===== src/rtl/core/swes_pkg.sv =====
package swes_pkg;

    localparam int unsigned DEFAULT_STACK_DEPTH = 128;

    localparam int unsigned WORD_W    = 32;
    localparam int unsigned FILL_W    = 8;
    localparam int unsigned LARGEST_W = 31;

    localparam logic signed [WORD_W-1:0] SMALL_CEILING = 32'sd100000;

    // request codes
    localparam logic [1:0] REQ_PUSH  = 2'd0;
    localparam logic [1:0] REQ_POP   = 2'd1;
    localparam logic [1:0] REQ_CHECK = 2'd2;

    // result status codes
    localparam logic [1:0] ST_DONE  = 2'd0;
    localparam logic [1:0] ST_FULL  = 2'd1;
    localparam logic [1:0] ST_EMPTY = 2'd2;

    typedef struct packed {
        logic [1:0]               req_type;
        logic signed [WORD_W-1:0] item_value;
    } req_t;

    typedef struct packed {
        logic [1:0]               status;
        logic signed [WORD_W-1:0] popped_value;
        logic [FILL_W-1:0]        fill_count;
        logic [LARGEST_W-1:0]     largest;
        logic signed [WORD_W-1:0] smallest;
        logic                     found;
    } result_t;

    typedef enum logic [1:0] {
        S_IDLE,
        S_FETCH,
        S_SCAN,
        S_DONE
    } state_t;

    // controller -> datapath
    typedef struct packed {
        logic load;        // take request, update stack, read top for pop
        logic begin_scan;  // capture popped word, clear accumulators
        logic issue;       // read entry at scan index, advance index
        logic accumulate;  // fold the word read last cycle
    } dp_cmd_t;

    // datapath -> controller
    typedef struct packed {
        logic empty;       // no entries held
        logic idx_done;    // every held entry has been read
    } dp_status_t;

endpackage


===== src/rtl/core/swes_ctrl.sv =====
module swes_ctrl (
    input  logic                  clk,
    input  logic                  rst_n,
    input  logic                  start,
    output logic                  busy,
    output logic                  done,
    input  swes_pkg::dp_status_t  stat,
    output swes_pkg::dp_cmd_t     cmd
);
    import swes_pkg::*;

    state_t state_reg;
    state_t state_next;

    always_ff @(posedge clk or negedge rst_n)
    begin
        if (!rst_n)
        begin
            state_reg <= S_IDLE;
        end
        else
        begin
            state_reg <= state_next;
        end
    end

    always_comb
    begin
        state_next = state_reg;
        cmd        = '0;
        busy       = 1'b1;
        done       = 1'b0;
        case (state_reg)
            S_IDLE:
            begin
                busy = 1'b0;
                if (start)
                begin
                    cmd.load   = 1'b1;
                    state_next = S_FETCH;
                end
            end
            S_FETCH:
            begin
                cmd.begin_scan = 1'b1;
                if (stat.empty)
                begin
                    state_next = S_DONE;
                end
                else
                begin
                    cmd.issue  = 1'b1;
                    state_next = S_SCAN;
                end
            end
            S_SCAN:
            begin
                cmd.accumulate = 1'b1;
                if (stat.idx_done)
                begin
                    state_next = S_DONE;
                end
                else
                begin
                    cmd.issue = 1'b1;
                end
            end
            S_DONE:
            begin
                done       = 1'b1;
                state_next = S_IDLE;
            end
            default:
            begin
                state_next = S_IDLE;
            end
        endcase
    end

`ifndef SYNTHESIS
    a_accept_goes_busy: assert property (@(posedge clk) disable iff (!rst_n)
        start && !busy |=> busy)
        else $error("accepted request did not raise busy");

    a_done_single: assert property (@(posedge clk) disable iff (!rst_n)
        done |=> !done && !busy)
        else $error("result strobe not followed by idle");

    a_done_after_work: assert property (@(posedge clk) disable iff (!rst_n)
        done |-> $past(cmd.begin_scan) || $past(cmd.accumulate))
        else $error("result strobe without a preceding scan");
`endif

endmodule


===== config.mk =====
export PLATFORM = sky130hd
export DESIGN_NAME = swes_ctrl
export DESIGN_NICKNAME = d
export VERILOG_FILES = /design/src/rtl/core/swes_pkg.sv /design/src/rtl/core/swes_ctrl.sv
export SDC_FILE = /design/constraint.sdc
export NUM_CORES = 1
export LEC_CHECK = 0
export BUFFER_PORTS_ARGS = -buffer_cell sky130_fd_sc_hd__buf_2
export CAP_MARGIN = 20
export CORE_AREA = 3 3 40 42
export CTS_CLUSTER_SIZE = 14
export DETAILED_ROUTE_END_ITERATION = 7
export DIE_AREA = 0 0 43 45
export PLACE_DENSITY_LB_ADDON = 0.2
export SLEW_MARGIN = 10
export SYNTH_ARGS = -nofsm -noshare
export SYNTH_HDL_FRONTEND = slang
export SYNTH_SLANG_ARGS = --single-unit
export TNS_END_PERCENT = 1

===== constraint.sdc =====
create_clock -name clk -period 2.51 [get_ports clk]
set_clock_uncertainty 0.15 [all_clocks]
set_input_delay 0.502 -clock clk [delete_from_list [all_inputs] [get_ports clk]]
set_output_delay 0.502 -clock clk [all_outputs]
set_load 0.02 [all_outputs]

Yosys cells after proc, flatten, opt, wreduce, memory -nomap -nowiden
Cells that the tools add are included.
W data, S select, Z words.
{"block": "word_totals", "inputBits": 5, "regBits": 2}
{"block": "classes", "n_eq_ne": 5, "n_reduce_logical": 2, "muxes": 13}
{"op": "$mux W1", "count": 9}
{"op": "$pmux W2 S4", "count": 1}
{"op": "$eq A2 B2 Y1 const B", "count": 2}
{"op": "$mux W2", "count": 2}
{"op": "$ne A2 B2 Y1 const B", "count": 2}
{"op": "$eq A2 B1 Y1 const B", "count": 1}
{"op": "$logic_not A2 Y1", "count": 1}
{"op": "$pmux W1 S2", "count": 1}
{"op": "$reduce_and A2 Y1", "count": 1}

Depth between registers and ports, before layout
{"block": "logic_depth", "depth_word": 3, "depth_mapped": 5, "ltp_nobuf": 5}

Least setup slack after synthesis
OpenSTA, ideal clock, no wires.
{"block": "synth_path", "path_type": "register to output", "start": "register state_reg[0]", "end": "output cmd[1] in the netlist's numbering", "path_slack_ns": 0.471, "arrival_ns": 1.387, "stages_incl_launch_ff": 6, "required_time_ns": 1.858, "path_cell_list": "dfrtp_1 -> inv_1 -> ha_1 -> nor2b_1 -> a21oi_1 -> nor2_1"}
{"item": "start: declaration", "line_no": "swes_ctrl.sv:12", "rtl": "state_t state_reg;"}
{"item": "start signal: assignment", "line_no": "swes_ctrl.sv:23", "rtl": "state_reg <= state_next;"}
{"item": "end: declaration", "line_no": "swes_ctrl.sv:8", "rtl": "output swes_pkg::dp_cmd_t cmd"}

==> results.cfg <==
[run_status]
status = finished clean

[floorplan]
dieArea_mm2 = 0.00194
ioPinCount = 11
fp.coreArea_mm2 = 0.00128
die_h_um = 45
floorplan.initialDensity_pct = 15.3
die_w_um = 43
num_rows = 13

[sta]
fin_crit_sh_pct = 87.0
max_slew.worst_pin.slew_ns = 0.328
slew_viol_final = 0
rsz0062_at_grt = no
fmax_mhz = 458
fin_crit_ns = 2.18
setup_tns_ns = 0
setup_violations = 0
hold_viol = 0
relSlewSlack_pct = 77.5

[grt]
met1_usage_pct = 6.49
grt_first_pass_wirelength_um = 800
grt_pass1_vias = 199
grt_util_met3_pct = 5.98
grt_overflow_total = 0
grt_max_degree = 6
antenna_found_initial = 0
grt.met2_usage_pct = 8.38
grt_busiest_layer = met2
grt_usage_pct = 6.07

[drt]
ant_nets = 0
drtPass1Iterations = 2
vias_per_cell = 3.85
drc = 0
wl_um = 460
vias = 200
wire_per_inst_um = 8.85
drtIter0Drc = 6

[finish]
syn_to_final_growth_pct = 51.6
num-nets-final = 49
num_antenna_cells = 0
largest_reg_flops = 2
drive_above_1_share_pct = 35.1

[hold_path]
hold_class = primary input to asynchronous set/reset pin

[run]
drv_cap = 0

[pwr]
total_power_mw = 0.393
p_leak_nw = 0.168
vdd.ir_drop.worst_v = 0.000349
power_density_mw_per_mm2 = 1320

[clock_tree]
cts_tree = yes
clk_latency_ns = 0.23
cts.sinks = 2
clkTransAtPathRegs_ns = 0.03
clockRootBuffer = clkbuf_4
cts.path.max_buffers = 2
htree_levels = 1
cts_inserted_buffers = 3
cts_setup_buffers = 0

[setup_path]
r2r_cells = 5
crit_slowest_cell = dfrtp_1
cp_cell_sequence = inv_1 > ha_1 > nor2b_1 > a21oi_1 > nor2_1 > buf_2
start_kind = flop
end_kind = primary output
criticalPathCategory = flop to primary output
required_ns = 1.86
slowest_delay_ns = 0.41
crit_arrival_ns = 1.53
path_max_fanout = 5

[logic_synthesis]
synth_fp_nets = 33
yosysSeqAreaShare_pct = 25.5
yosysWarnings = 0
syn_inst = 23
ys_ff_latch = 2
ys_types = 11
syn-cell-area_um2 = 196
avgSynthCellArea_um2 = 8.54

[place]
gp_congestion = 0.754
port_buffers = 10
-- cell type report --
type                            count  area, um^2
Clock buffer                        3        22.5
Fill cell                         145         987
Inverter                            5        18.8
Multi-Input combinational cell     16         128
Sequential cell                     2        50.0
Tap cell                           15        18.8
Timing Repair Buffer               11        60.1
-- power breakdown --
part	switching, mW	leakage, nW	internal (mW)
clock	0.0198	0.0138	0.0528
sequential	0.0213	0.0240	0.0509
combinational	0.153	0.130	0.0950
total	0.194	0.168	0.199
-- metrics by stage --
step                hold slack [ns]  util [%]  setup WS, ns  cells  cell area, um^2
floorplan                    0.0564         -         0.471     23              196
global placement              0.136      20.6         0.549     48              265
detailed placement            0.140      20.6         0.535     48              265
CTS                           0.429      23.2         0.288     52              298
global route                  0.448      23.2         0.114     52              298
finish                        0.436      23.2         0.327     52              298
-- path summary, 6_finish.rpt --
| check | from | to | slack (ns) |
|---|---|---|---|
| max | state_reg[0] | cmd[1] | 0.33 |
| min | rst_n | state_reg[1] | 0.44 |
| max reg2reg | state_reg[0] | state_reg[0] | 0.83 |
| min reg2reg | state_reg[1] | state_reg[1] | 0.47 |
| max in group asynchronous | rst_n | state_reg[0] | 1.68 |
| min in group clk | stat[1] | state_reg[0] | 0.47 |
-- cell families (layout without fill, tap and decap cells) --
family	count (synthesis)	count (layout)	synth area share, %
AO/OA/AOI/OAI	5	5	15.9
adder cells (fa/ha/maj)	5	5	31.8
buffers and inverters	5	19	9.56
flip-flops	2	2	25.5
AND/OR/NAND/NOR	6	6	17.2
-- cell usage after synthesis --
| master | instances | area [um^2] |
|---|---|---|
| a2111oi_0 | 1 | 8.76 |
| a21oi_1 | 1 | 5.00 |
| and2_1 | 1 | 6.26 |
| dfrtp_1 | 2 | 50.1 |
| ha_1 | 5 | 62.6 |
| inv_1 | 5 | 18.8 |
| nor2_1 | 2 | 7.51 |
| nor2b_1 | 2 | 12.5 |
| o21ai_0 | 2 | 10.0 |
| o31ai_1 | 1 | 7.51 |
| or4_1 | 1 | 7.51 |
-- per-layer routing --
metal / up-vias / routed length, um
met2: 9 / 201
met3: 0 / 51
met1: 84 / 207
li1: 107 / -
met4: 0 / 0
met5: - / 0
-- repair_timing --
item	CTS	global route
hold buffers	1	0
hold endpoints to repair	2	0
gates resized for setup	0	0
-- layout by cell type, fill, tap and decap left out, types with 2 or more instances in the layout --
| cell | count |
|---|---|
| buf_2 | 10 |
| inv_1 | 5 |
| ha_1 | 5 |
| clkbuf_4 | 3 |
| nor2b_1 | 2 |
| nor2_1 | 2 |
| o21ai_0 | 2 |
| dfrtp_1 | 2 |
-- critical path: cells and delay by family, from the launching register on --
family,cells,cell delay (ns)
AO/OA/AOI/OAI,1,0.07
adder cells (fa/ha/maj),1,0.17
buffers and inverters,2,0.29
flip-flops,1,0.41
AND/OR/NAND/NOR,2,0.37
Note: power is estimated with default switching activity, not from simulation.
